$ cat src/rtl/itoa_pkg.sv
`timescale 1ns / 1ps

package itoa_pkg;

  localparam int VALUE_W    = 32;
  localparam int CHAR_W     = 8;
  localparam int NUM_DIGITS = 10;
  localparam int BCD_W      = 4 * NUM_DIGITS;
  localparam int STEP_W     = $clog2(VALUE_W);
  localparam int COUNT_W    = $clog2(NUM_DIGITS + 1);

  localparam logic [CHAR_W-1:0] CHAR_ZERO  = 8'd48;
  localparam logic [CHAR_W-1:0] CHAR_MINUS = 8'd45;

  localparam logic [COUNT_W-1:0] COUNT_FULL = COUNT_W'(NUM_DIGITS);
  localparam logic [COUNT_W-1:0] COUNT_ONE  = COUNT_W'(1);

  function automatic logic [3:0] bcd_adjust(input logic [3:0] d);
    bcd_adjust = (d >= 4'd5) ? d + 4'd3 : d;
  endfunction

endpackage

$ cat src/rtl/itoa_if.sv
`timescale 1ns / 1ps

interface itoa_in_if import itoa_pkg::*; ();
  logic                      valid;
  logic                      ready;
  logic signed [VALUE_W-1:0] value;

  modport source (output valid, output value, input ready);
  modport sink   (input valid, input value, output ready);
endinterface

interface itoa_out_if import itoa_pkg::*; ();
  logic              valid;
  logic              ready;
  logic [CHAR_W-1:0] character;
  logic              last;

  modport source (output valid, output character, output last, input ready);
  modport sink   (input valid, input character, input last, output ready);
endinterface

$ cat src/rtl/signed_int_to_decimal_ascii_top.sv
`timescale 1ns / 1ps

// Signed 32-bit integer to decimal ASCII text.
// Input channel "in" carries one signed value per transfer. Output channel
// "out" carries the text one character per transfer, most significant first:
// a '-' for a negative value, then the digits without leading zeros; the
// final character has last set. One value gives 1 to 11 output transfers.
// Steps: the value is taken while idle, converted to BCD one input bit per
// step by one shift-and-adjust unit, then leading zero digits are dropped at
// one per cycle (up to 9), then one character is loaded per cycle into the
// output register whenever that register is free. A new value is taken only
// after the last character of the previous one has been loaded.
// in.ready is high only while the block is idle. The output register lets
// the next value be taken while the last character still waits.
// When the receiver stalls, emission pauses and the held character stays.
// Synchronous reset returns the block to idle and empties the output
// register; no conversion in progress survives.
module signed_int_to_decimal_ascii_top import itoa_pkg::*; (
  input  logic          clk,
  input  logic          rst,
  itoa_in_if.sink       in,
  itoa_out_if.source    out
);

  typedef enum logic [4:0] {
    IDLE  = 5'b00001,
    CONV  = 5'b00010,
    SKIP  = 5'b00100,
    SIGN  = 5'b01000,
    DIGIT = 5'b10000
  } state_t;

  state_t              state, state_next;
  logic [VALUE_W-1:0]  mag, mag_next;
  logic [BCD_W-1:0]    bcd, bcd_next;
  logic [BCD_W-1:0]    bcd_adj;
  logic [STEP_W-1:0]   step, step_next;
  logic [COUNT_W-1:0]  ndig, ndig_next;
  logic                neg, neg_next;
  logic                out_free;
  logic                load;
  logic [CHAR_W-1:0]   char_next;
  logic                last_next;

  assign in.ready = (state == IDLE);
  assign out_free = !out.valid || out.ready;

  always_comb begin
    for (int i = 0; i < NUM_DIGITS; i++) begin
      bcd_adj[4*i +: 4] = bcd_adjust(bcd[4*i +: 4]);
    end
  end

  always_comb begin
    state_next = state;
    mag_next   = mag;
    bcd_next   = bcd;
    step_next  = step;
    ndig_next  = ndig;
    neg_next   = neg;
    load       = 1'b0;
    char_next  = CHAR_ZERO;
    last_next  = 1'b0;
    case (state)
      IDLE: begin
        if (in.valid) begin
          neg_next   = in.value[VALUE_W-1];
          mag_next   = in.value[VALUE_W-1] ? (~in.value) + VALUE_W'(1) : in.value;
          bcd_next   = '0;
          step_next  = STEP_W'(VALUE_W - 1);
          ndig_next  = COUNT_FULL;
          state_next = CONV;
        end
      end
      CONV: begin
        bcd_next  = {bcd_adj[BCD_W-2:0], mag[VALUE_W-1]};
        mag_next  = {mag[VALUE_W-2:0], 1'b0};
        step_next = step - STEP_W'(1);
        if (step == '0) begin
          state_next = SKIP;
        end
      end
      SKIP: begin
        if (bcd[BCD_W-1 -: 4] == 4'd0 && ndig != COUNT_ONE) begin
          bcd_next  = {bcd[BCD_W-5:0], 4'd0};
          ndig_next = ndig - COUNT_ONE;
        end else begin
          state_next = neg ? SIGN : DIGIT;
        end
      end
      SIGN: begin
        if (out_free) begin
          load       = 1'b1;
          char_next  = CHAR_MINUS;
          state_next = DIGIT;
        end
      end
      DIGIT: begin
        if (out_free) begin
          load      = 1'b1;
          char_next = CHAR_ZERO + CHAR_W'(bcd[BCD_W-1 -: 4]);
          last_next = (ndig == COUNT_ONE);
          bcd_next  = {bcd[BCD_W-5:0], 4'd0};
          ndig_next = ndig - COUNT_ONE;
          if (ndig == COUNT_ONE) begin
            state_next = IDLE;
          end
        end
      end
      default: begin
        state_next = IDLE;
      end
    endcase
  end

  always_ff @(posedge clk) begin
    if (rst) begin
      state     <= IDLE;
      out.valid <= 1'b0;
    end else begin
      state <= state_next;
      if (load) begin
        out.valid <= 1'b1;
      end else if (out.ready) begin
        out.valid <= 1'b0;
      end
    end
  end

  always_ff @(posedge clk) begin
    mag  <= mag_next;
    bcd  <= bcd_next;
    step <= step_next;
    ndig <= ndig_next;
    neg  <= neg_next;
    if (load) begin
      out.character <= char_next;
      out.last      <= last_next;
    end
  end

`ifndef SYNTHESIS
  a_start_conv: assert property (@(posedge clk) disable iff (rst)
    in.valid && in.ready |=> state == CONV)
    else $error("transfer in did not start conversion");

  a_minus_not_last: assert property (@(posedge clk) disable iff (rst)
    out.valid && out.character == CHAR_MINUS |-> !out.last)
    else $error("minus sign marked last");

  a_last_is_digit: assert property (@(posedge clk) disable iff (rst)
    out.valid && out.last |-> out.character >= CHAR_ZERO && out.character <= 8'd57)
    else $error("last character is not a digit");

  a_digit_count: assert property (@(posedge clk) disable iff (rst)
    state == DIGIT || state == SKIP || state == SIGN |-> ndig != '0)
    else $error("digit count ran out");

  a_conv_length: assert property (@(posedge clk) disable iff (rst)
    state == CONV && step == '0 |=> state == SKIP)
    else $error("conversion did not end after the last step");
`endif

endmodule
$ cat src/flat_wrapper.sv
// flat-port wrapper written by rule: the top's interface ports become plain ports
module signed_int_to_decimal_ascii_top_flat import itoa_pkg::*;
  (clk, rst, in_valid, in_value, in_ready, out_valid, out_character, out_last, out_ready);
  itoa_in_if in_i ();
  itoa_out_if out_i ();
  input  logic clk;
  input  logic rst;
  input wire logic [$bits(in_i.valid)-1:0] in_valid;
  input wire logic [$bits(in_i.value)-1:0] in_value;
  output wire logic [$bits(in_i.ready)-1:0] in_ready;
  output wire logic [$bits(out_i.valid)-1:0] out_valid;
  output wire logic [$bits(out_i.character)-1:0] out_character;
  output wire logic [$bits(out_i.last)-1:0] out_last;
  input wire logic [$bits(out_i.ready)-1:0] out_ready;
  assign in_i.valid = in_valid;
  assign in_i.value = in_value;
  assign in_ready = in_i.ready;
  assign out_valid = out_i.valid;
  assign out_character = out_i.character;
  assign out_last = out_i.last;
  assign out_i.ready = out_ready;
  signed_int_to_decimal_ascii_top u_core (.clk(clk), .rst(rst), .in(in_i), .out(out_i));
endmodule
$ cat config.mk
export PLATFORM = sky130hd
export DESIGN_NAME = signed_int_to_decimal_ascii_top_flat
export DESIGN_NICKNAME = d
export VERILOG_FILES = /design/src/rtl/itoa_pkg.sv /design/src/rtl/itoa_if.sv /design/src/rtl/signed_int_to_decimal_ascii_top.sv /design/src/flat_wrapper.sv
export SDC_FILE = /design/constraint.sdc
export NUM_CORES = 1
export LEC_CHECK = 0
export ABC_AREA = 1
export BUFFER_PORTS_ARGS = -buffer_cell sky130_fd_sc_hd__clkbuf_2
export CAP_MARGIN = 20
export CORE_MARGIN = 3
export CORE_UTILIZATION = 61
export DETAILED_ROUTE_END_ITERATION = 8
export PLACE_DENSITY = 0.81
export SYNTH_ARGS = -nofsm -noshare
export SYNTH_HDL_FRONTEND = slang
export SYNTH_SLANG_ARGS = --single-unit
export TNS_END_PERCENT = 5
$ cat constraint.sdc
create_clock -name clk -period 5.7 [get_ports clk]
set_clock_uncertainty 0.15 [all_clocks]
set_input_delay 0.855 -clock clk [delete_from_list [all_inputs] [get_ports clk]]
set_output_delay 0.855 -clock clk [all_outputs]
set_load 0.03 [all_outputs]
# ---- Yosys cells after proc, flatten, opt, wreduce, memory -nomap -nowiden
# Cells that the tools add are included.
dict set report word_totals {
  in_bits 36
  rom_bits 0
  latchBits 0
  memories 0
  mem_bits_rw 0
  word_cells 102
  out_inout_bits 11
  reg_bits 97
}
dict set report classes {
  magnitude_cmp 10
  n_addsub 14
  n_shift 0
  reduce_logical 16
  multipliers 0
  n_bitwise 1
  n_eq_ne 14
  muxes 38
  div_mod_pow 0
}
# cell count
set op_table {}
lappend op_table {{case mux 40 bit (4 select lines)} 1}
lappend op_table {{two-way mux 40 bit} 3}
lappend op_table {{two-way mux 32 bit} 2}
lappend op_table {{case mux 32 bit (2 select lines)} 1}
lappend op_table {{two-way mux 4 bit} 12}
lappend op_table {{two-way mux 5 bit} 9}
lappend op_table {{>= comparator 4 x 3 -> 1 bit (second input constant)} 10}
lappend op_table {{adder 4 x 2 -> 4 bit (second input constant)} 9}
lappend op_table {{adder 32 x 2 -> 32 bit (second input constant)} 1}
lappend op_table {{NOT 32 bit} 1}
lappend op_table {{case mux 5 bit (5 select lines)} 1}
lappend op_table {{case mux 8 bit (2 select lines)} 1}
lappend op_table {{case mux 4 bit (3 select lines)} 1}
lappend op_table {{inequality test 2 x 1 -> 1 bit (second input constant)} 5}
lappend op_table {{case mux 5 bit (2 select lines)} 1}
lappend op_table {{two-way mux 8 bit} 1}
lappend op_table {{AND reduction 4 bit} 2}
lappend op_table {{adder 6 x 4 -> 7 bit (first input constant)} 1}
lappend op_table {{AND reduction 2 bit} 3}
lappend op_table {{AND reduction 6 bit} 1}
lappend op_table {{equality test 5 x 1 -> 1 bit (second input constant)} 1}
lappend op_table {{equality test 5 x 2 -> 1 bit (second input constant)} 1}
lappend op_table {{equality test 5 x 3 -> 1 bit (second input constant)} 1}
lappend op_table {{equality test 5 x 4 -> 1 bit (second input constant)} 1}
lappend op_table {{other kinds (18)} 23}

# ---- Longest topological paths before layout
# Gate-level depths: netlist of run 1.
dict set report logic_depth {
  depth_word 5
  ltp_mapped 11
  mapped_depth_nobuf 11
}

# ---- Least setup slack after synthesis of run 1
# OpenSTA, ideal clock, no wires.
dict set report synth_path {
  kind {in2reg}
  start {in in_valid}
  end {reg u_core.mag[0] (enable)}
  arrival_ns 3.543
  setup_time_ns 0.483
  setup_slack_ns 1.524
  path_buffers 0
  stages 2
  t_required_ns 5.067
  path_cell_list {inv_1 o21ai_0}
}
dict set report synth_via {
  elab_chain_len 2
}
# element line_no
set synth_lines {}
lappend synth_lines {{start: declaration} flat_wrapper.sv:8} ;# input wire logic [$bits(in_i.valid)-1:0] in_valid;
lappend synth_lines {{inequality test 2 bit (no line)} n/a}
lappend synth_lines {{AND reduction 2 bit (no line)} n/a}
lappend synth_lines {{end signal: assignment} signed_int_to_decimal_ascii_top.sv:131} ;# mag <= mag_next;
lappend synth_lines {{end: declaration} signed_int_to_decimal_ascii_top.sv:34} ;# logic [VALUE_W-1:0] mag, mag_next;
# No other way between the ends.
# A chain may end at the register's enable or synchronous reset.

# ---- Worst setup path after layout of run 1
dict set report layout_path {
  start {reg u_core.state[2]}
  end {out in_ready}
}
dict set report layout_via {
  elab_chain_len 1
}
# element line_no
set layout_lines {}
lappend layout_lines {{start: declaration} signed_int_to_decimal_ascii_top.sv:33} ;# state_t state, state_next;
lappend layout_lines {{start signal: assignment} signed_int_to_decimal_ascii_top.sv:121} ;# state <= state_next;
lappend layout_lines {{equality test 5 x 1 -> 1 bit} signed_int_to_decimal_ascii_top.sv:45} ;# assign in.ready = (state == IDLE);
lappend layout_lines {{end: declaration} flat_wrapper.sv:10} ;# output wire logic [$bits(in_i.ready)-1:0] in_ready;
# No other way between the ends.

==> results.toml, run 1 <==
[routing]
vias = 5026
vias_per_cell = 5.52
drt-pass1-iter-count = 5
drc = 0
ant_nets = 0
drtIter0Drc = 360
finalWirelength_mm = 12.7
route.detailed.wl_per_inst_um = 13.9

[cts]
h-tree-depth = 3
hold_buffers = 0
clock_sinks = 94
ctsRootBufferMaster = "clkbuf_8"
cts_resized = 0
clockBufferDepth = 2
clk_pin_slew_ns = 0.10
insertion_delay_ns = 0.36
cts_tree = "yes"
cts_made_buffers = 9
post-cts-setup-buffer-count = 0

[setup_path]
worst-endpoint-arrival_ns = 1.58
crit_required_ns = 4.70
endpoint_kind = "primary output"
cp-start-kind = "flip-flop"
worst-path-max-fanout = 7
critical_path_class = "flip-flop to primary output"
crit_start = "u_core.state[2]"
r2r_start = "u_core.state[2]"

[global_routing]
grt.overflow.total = 0
first_global_vias = 4829
grtUsageTotal_pct = 23.2
grt_max_degree = 63
grt_pass1_wl_mm = 21.0
antenna_found_initial = 0

[placed_design]
gp_congestion = 0.903
dp_hpwl_mm = 8.89
placed_cells = 893
port_buffers = 43

[timing]
period_needed_ns = 2.58
fin_crit_sh_pct = 45.3
relSlewSlack_pct = 48.5
max_freq_mhz = 387
report.final.setup_viol = 0
hold_viol = 0
drv_slew = 0
rsz0062_at_grt = "false"
holdWs_ns = 0.383
tns_ns = 0
tightest_slew_ns = 0.772

[floorplanning]
fp.dieW_um = 104
core_um2 = 9280
start_util_pct = 63.3
rows = 35
fp.dieArea_um2 = 10900
fp.dieH_um = 104
io_pins = 47

[synthesis]
synth.cell_area_um2 = 5880
ys_seq_elements = 94
ys_warn_count = 0
synth_area_per_cell_um2 = 7.96
synth-seq-area-share_pct = 47.0
synth.distinct_cells = 30
synthCells = 738

[finish]
drive_above_1_share_pct = 9.60
final_cell_mix = "nand2_1 (170), nor2_1 (105), inv_1 (99), edfxtp_1 (88), o21ai_0 (75)"
multi_input_area_um2 = 2650
stdcell_count = 910
fill_cells = 743
nets = 837
num_antenna_cells = 0
seq_area_um2 = 2760
area_growth_pct = 9.64
final_common_cell = "nand2_1"

[power]
finalPower_uw = 3100
leakagePower_uw = 0.00283
p_per_area_nw_per_um2 = 481
ir_drop_v = 0.000237

[run_status]
status = "completed"

[worst_hold_path]
hp-class = "flip-flop to flip-flop"
worstHoldStart = "u_core.mag[25]"

[job]
maxCapViolations = 0
## synthesized netlist by cell type
cell type | instances | area share [%]
buf_2 | 14 | 1.2
o21bai_1 | 1 | 0.13
xnor2_1 | 3 | 0.45
nand3_2 | 2 | 0.34
nor2_2 | 6 | 0.64
inv_2 | 2 | 0.13
nor2_1 | 105 | 6.7
nand3_1 | 51 | 4.3
a31oi_1 | 3 | 0.32
nand2_2 | 1 | 0.11
nor3_1 | 4 | 0.34
o21ai_1 | 1 | 0.085
clkbuf_1 | 2 | 0.13
conb_1 | 2 | 0.13
o32ai_1 | 15 | 2.2
and3_1 | 1 | 0.11
o21ai_0 | 76 | 6.5
nand3b_1 | 1 | 0.13
ha_1 | 25 | 5.3
edfxtp_1 | 88 | 45
a21oi_1 | 29 | 2.5
o22ai_1 | 2 | 0.21
xor2_1 | 16 | 2.4
nand4_1 | 6 | 0.64
buf_4 | 5 | 0.64
nand2_1 | 170 | 11
o211ai_1 | 1 | 0.13
clkinv_1 | 1 | 0.064
inv_1 | 99 | 6.3
dfxtp_1 | 6 | 2.0
## path summary, 6_finish.rpt
kind / end / slack, ns / cells past startpoint
worst max register to register: u_core.mag[10] / 3.20 / 6
worst min-delay path: u_core.mag[26] / 0.38 / 2
worst max-delay path: in_ready / 3.12 / 4
worst min register to register: u_core.mag[26] / 0.38 / 2
## worst max-delay path, stage by stage, from the launching register on
cell and delay [ns]:
dfxtp_1 0.36, nor2_2 0.17, nand3_1 0.33, inv_2 0.14
clkbuf_2 0.21
## power by group
group          leakage (uW)  switching, uW  internal [uW]  total, uW
Combinational       0.00184            871            344       1220
Sequential         0.000877            173           1200       1380
Clock              0.000114            248            260        508
## per-layer routing
layer | up-vias | global-route usage (%) | wire length (um)
met5 | - | 0 | 0
met4 | 0 | 7.60 | 162
met3 | 24 | 4.10 | 802
met2 | 168 | 39.5 | 6110
met1 | 2310 | 30.3 | 5610
li1 | 2524 | - | -
## flip-flops by register name, indices dropped and copies added, names as in the netlist
register / flops
u_core.bcd: 40
u_core.mag: 32
u_core.ndig: 4
u_core.neg: 1
u_core.out.character: 5
u_core.out.last: 1
u_core.out.valid: 1
u_core.state: 5
u_core.step: 5
## stage by stage
step | area, um2 | utilization, % | setup WS (ns)
6_report | 6440 | 69.4 | 3.12
5_1_grt | 6440 | 69.4 | 3.02
4_1_cts | 6420 | 69.2 | 3.11
3_5_place_dp | 6190 | 66.7 | 2.96
3_3_place_gp | 6190 | 66.7 | 2.99
2_1_floorplan | 5880 | - | 1.52
## cell families after synthesis
| logic type | Yosys count | share of synthesized area [%] |
|---|---|---|
| adder cells (fa/ha/maj) | 25 | 5.32 |
| buffers and inverters | 123 | 8.47 |
| other | 2 | 0.128 |
| AND/OR/NAND/NOR | 347 | 24.2 |
| AO/OA/AOI/OAI | 128 | 12.0 |
| XOR/XNOR | 19 | 2.83 |
| flip-flops | 94 | 47.0 |
## layout make-up
class / instances / share of cell area, %
Tap cell: 129 / 2.50
Timing Repair Buffer: 47 / 4.00
Clock inverter: 4 / 0.854
Clock buffer: 12 / 2.76
Multi-Input combinational cell: 522 / 41.1
Sequential cell: 94 / 42.9
Inverter: 102 / 5.94
Power figures use the tool's default switching activity.
==> run 2, diff against run 1 <==
clock period = 2.7 ns   (was 5.7 ns; I/O delays follow)
==> results.toml, run 2 (same netlist as run 1, synthesis figures left out) <==
[routing]
route.detailed.wl_per_inst_um = 13.8
vias = 5087
vias_per_cell = 5.55
drtIter0Drc = 363
drc = 0
finalWirelength_mm = 12.7
drt-pass1-iter-count = 5
ant_nets = 0

[global_routing]
grt_max_degree = 50
antenna_found_initial = 0
grt.overflow.total = 0
grtUsageTotal_pct = 23.7
grt_pass1_wl_mm = 21.3
first_global_vias = 4809

[finish]
largest_reg_flops = 40
fill_cells = 774
reg.largest.list = "u_core.bcd x40, u_core.mag x32"
nets = 843
num_antenna_cells = 0
regMostFlops = "u_core.bcd"
final_cell_mix = "nand2_1 (170), nor2_1 (105), inv_1 (99), edfxtp_1 (88), o21ai_0 (75)"
drive_above_1_share_pct = 10.4
multi_input_area_um2 = 2650
seq_area_um2 = 2760
area_growth_pct = 10.3
final_common_cell = "nand2_1"

[setup_path]
worst-path-max-fanout = 40
worst-endpoint-arrival_ns = 2.08
cp-start-kind = "flip-flop"
critical_path_class = "flip-flop to flip-flop"
crit_required_ns = 2.60
endpoint_kind = "flip-flop"

[power]
finalPower_uw = 6540
ir_drop_v = 0.000584
p_per_area_nw_per_um2 = 1010
leakagePower_uw = 0.00287

[floorplanning]
fp.dieH_um = 104
fp.dieArea_um2 = 10900
fp.dieW_um = 104
core_um2 = 9280
rows = 35
start_util_pct = 63.3
io_pins = 47

[placed_design]
port_buffers = 43
gp_congestion = 0.928
post-place-ws_ns = 0.541
dp_hpwl_mm = 9.30

[cts]
clk_pin_slew_ns = 0.09
cts_resized = 0
cts_made_buffers = 9
clockBufferDepth = 2
post-cts-setup-buffer-count = 0
hold_buffers = 0
cts_tree = "yes"
h-tree-depth = 3
ctsRootBufferMaster = "clkbuf_8"
clock_sinks = 94
insertion_delay_ns = 0.36

[timing]
period_needed_ns = 2.18
hold_viol = 0
max_freq_mhz = 459
holdWs_ns = 0.0713
drv_slew = 0
rsz0062_at_grt = "false"
report.final.setup_viol = 0
setup_slack_ns = 0.522
fin_crit_sh_pct = 80.7
relSlewSlack_pct = 62.5
tightest_slew_ns = 0.562

[job]
maxCapViolations = 0

[worst_hold_path]
hp-class = "input pin to flip-flop"

[run_status]
status = "completed"
run 2: final cells by class:
| cell class | instances | share of cell area [%] |
|---|---|---|
| Clock buffer | 11 | 2.68 |
| Inverter | 102 | 5.91 |
| Multi-Input combinational cell | 522 | 40.8 |
| Clock inverter | 5 | 0.502 |
| Sequential cell | 94 | 42.6 |
| Tap cell | 129 | 2.49 |
| Timing Repair Buffer | 53 | 4.98 |
run 2: path summary, 6_finish.rpt:
check	startpoint	end	slack, ns	cells past startpoint
worst max register to register	u_core.state[4]	u_core.bcd[5]	0.52	8
worst min register to register	u_core.mag[17]	u_core.mag[18]	0.37	2
worst max-delay path	u_core.state[4]	u_core.bcd[5]	0.52	8
worst min-delay path	rst	u_core.state[3]	0.07	2
run 2: worst max-delay path, cell delays in order, from the launching register on:
cell and delay (ns):
dfxtp_1 0.35, inv_1 0.11, nand3_1 0.19, buf_4 0.19, nor2_1 0.05, nor2_1 0.13, o21ai_0 0.19, a31oi_4 0.22
buf_12 0.26
run 2: through the flow:
step / cell area [um2] / utilization (%) / setup TNS [ns] / std cells
floorplan: 5890 / - / -5.39 / 739
global placement: 6250 / 67.3 / 0 / 899
detailed placement: 6250 / 67.3 / 0 / 899
CTS: 6460 / 69.5 / 0 / 915
global route: 6480 / 69.8 / 0 / 916
finish: 6480 / 69.8 / 0 / 916
run 2: power breakdown:
group	internal [uW]	switching [uW]
Clock	451	514
Sequential	2530	369
Combinational	825	1840
run 2: metal layers:
layer | track usage (%) | share of wire [%] | vias to the layer above
met2 | 40.5 | 49 | 135
met4 | 6.93 | 1.4 | 0
met3 | 3.85 | 4.4 | 20
met1 | 31.1 | 45 | 2402
met5 | 0 | 0 | -
li1 | - | - | 2530
==> run 3, diff against run 2 <==
CORE_UTILIZATION = 55   (was 61)
PLACE_DENSITY = 0.77   (was 0.81)
clock period = 1.89 ns   (was 2.7 ns; I/O delays follow)
==> results.toml, run 3 (same netlist as run 1, synthesis figures left out) <==
[run_status]
status = "completed"

[setup_path]
slowest_delay_ns = 0.42
r2r.worst_path.cells = 7
reg2reg_setup_slack_ns = 0.03
worst-path-max-fanout = 31
r2r_end = "u_core.bcd[34]"
critical_path_class = "flip-flop to flip-flop"
endpoint_kind = "flip-flop"
crit_path_top_delay_cell = "edfxtp_1"
crit_required_ns = 1.82
path_buf_inv = 2
r2r_start = "u_core.bcd[36]"
cp_top_family = "flip-flops"
worst-endpoint-arrival_ns = 1.78
crit_chain = "inv_2 > ha_1 > nand2_2 > nor2_4 > o21ai_2 > a31oi_4 > buf_12"
cp-start-kind = "flip-flop"

[cts]
cts_made_buffers = 9
insertion_delay_ns = 0.38
clockBufferDepth = 2
cts_tree = "yes"
ctsRootBufferMaster = "clkbuf_8"
h-tree-depth = 3
clock_sinks = 94
clk_pin_slew_ns = 0.10

[routing]
drc = 0
vias = 5128
ant_nets = 0
vias_per_cell = 5.46
drtIter0Drc = 364
drt-pass1-iter-count = 7
route.detailed.wl_per_inst_um = 13.9
finalWirelength_mm = 13.0

[global_routing]
grtUsageTotal_pct = 22.8
antenna_found_initial = 0
grt.overflow.total = 0
first_global_vias = 5009
grt_pass1_wl_mm = 21.8
grt_max_degree = 38

[finish]
largest_reg_flops = 40
final_cell_mix = "nand2_1 (169), nor2_1 (103), inv_1 (95), edfxtp_1 (88), o21ai_0 (72)"
regMostFlops = "u_core.bcd"
reg.largest.list = "u_core.bcd x40, u_core.mag x32"
drive_above_1_share_pct = 13.8
final_core_util_pct = 64.3
num_antenna_cells = 0
fill_cells = 881
stdcell_count = 939
nets = 859
area_growth_pct = 13.5
final_common_cell = "nand2_1"

[floorplanning]
fp.dieArea_um2 = 12000
fp.dieH_um = 109
start_util_pct = 56.7
fp.dieW_um = 109
rows = 37
io_pins = 47
core_um2 = 10400

[timing]
period_needed_ns = 1.86
max_freq_mhz = 538
report.final.setup_viol = 0
drv_slew = 0
holdWs_ns = 0.123
rsz0062_at_grt = "true"
hold_viol = 0
fin_crit_sh_pct = 98.3
setup_slack_ns = 0.0327

[worst_hold_path]
hold_depth = 3
min_to = "u_core.mag[8]"
hp-class = "input pin to flip-flop"
worstHoldStart = "in_value[8]"

[job]
maxCapViolations = 0

[power]
leakagePower_uw = 0.00294
p_int_uw = 5520
seqPwrFrac_pct = 43.1
p_per_area_nw_per_um2 = 1440
power_switching_uw = 4080
sw_frac_of_total_pct = 42.5
ir_drop_v = 0.000990
comb_power_share_pct = 43.1
pwr-share-clk_pct = 13.8

[placed_design]
port_buffers = 43
placed_cells = 922
gp_congestion = 0.926
dp_hpwl_mm = 9.65
post-place-ws_ns = 0.00626
## run 3: worst max path at each step
stage	end	cells after the start	slack, ns	start
floorplan	u_core.bcd[0]	6	-0.36	u_core.ndig[0]
global placement	u_core.mag[28]	10	0.07	in_value[1]
detailed placement	u_core.mag[28]	10	0.006	in_value[1]
CTS	u_core.bcd[16]	7	0.006	u_core.state[2]
global route	u_core.bcd[34]	8	-0.05	u_core.bcd[32]
finish	u_core.bcd[34]	7	0.03	u_core.bcd[36]
## run 3: worst register-to-register path, cell delays in order, from the launching register on
cell	delay [ns]
edfxtp_1	0.42
inv_2	0.09
ha_1	0.16
nand2_2	0.07
nor2_4	0.13
o21ai_2	0.08
a31oi_4	0.20
buf_12	0.23
## run 3: layout make-up
class	count	area (um2)	share of cell area, %
clock inverter	7	63.8	0.956
inverter	102	383	5.74
tap	136	170	2.55
timing repair buffer	69	482	7.22
clock buffer	9	124	1.86
sequential	94	2770	41.5
multi-input combinational	522	2680	40.2
## run 3: power groups by stage
| stage | combinational [uW] | clock [uW] | sequential (uW) |
|---|---|---|---|
| after floorplan | 2680 | 0 | 4110 |
| after global placement | 3860 | 0 | 4110 |
| after detailed placement | 4080 | 0 | 4150 |
| after CTS | 4120 | 1350 | 4120 |
| after global routing | 4670 | 1430 | 4240 |
| final | 4140 | 1320 | 4140 |
## run 3: per-stage QoR
stage          area, um2  setup TNS, ns  power (uW)
4_1_cts             6650              0        9590
3_3_place_gp        6440              0        7970
2_1_floorplan       5920         -15.53        6780
3_5_place_dp        6440              0        8230
6_report            6670              0        9600
5_1_grt             6670          -1.08       10300
## run 3: per-layer routing
metal / GRT usage [%] / wire (um)
met2: 39.3 / 6430
met5: 0 / 0
met1: 29.0 / 5770
met4: 8.64 / 225
met3: 3.46 / 591
## run 3: timing repair
action | CTS | global route
gates resized for setup | 4 | 12
pin swaps | 0 | 1
endpoints found under the hold margin | 2 | 0
setup endpoints to repair | 29 | 71
hold buffers | 1 | 0
setup buffers | 0 | 0
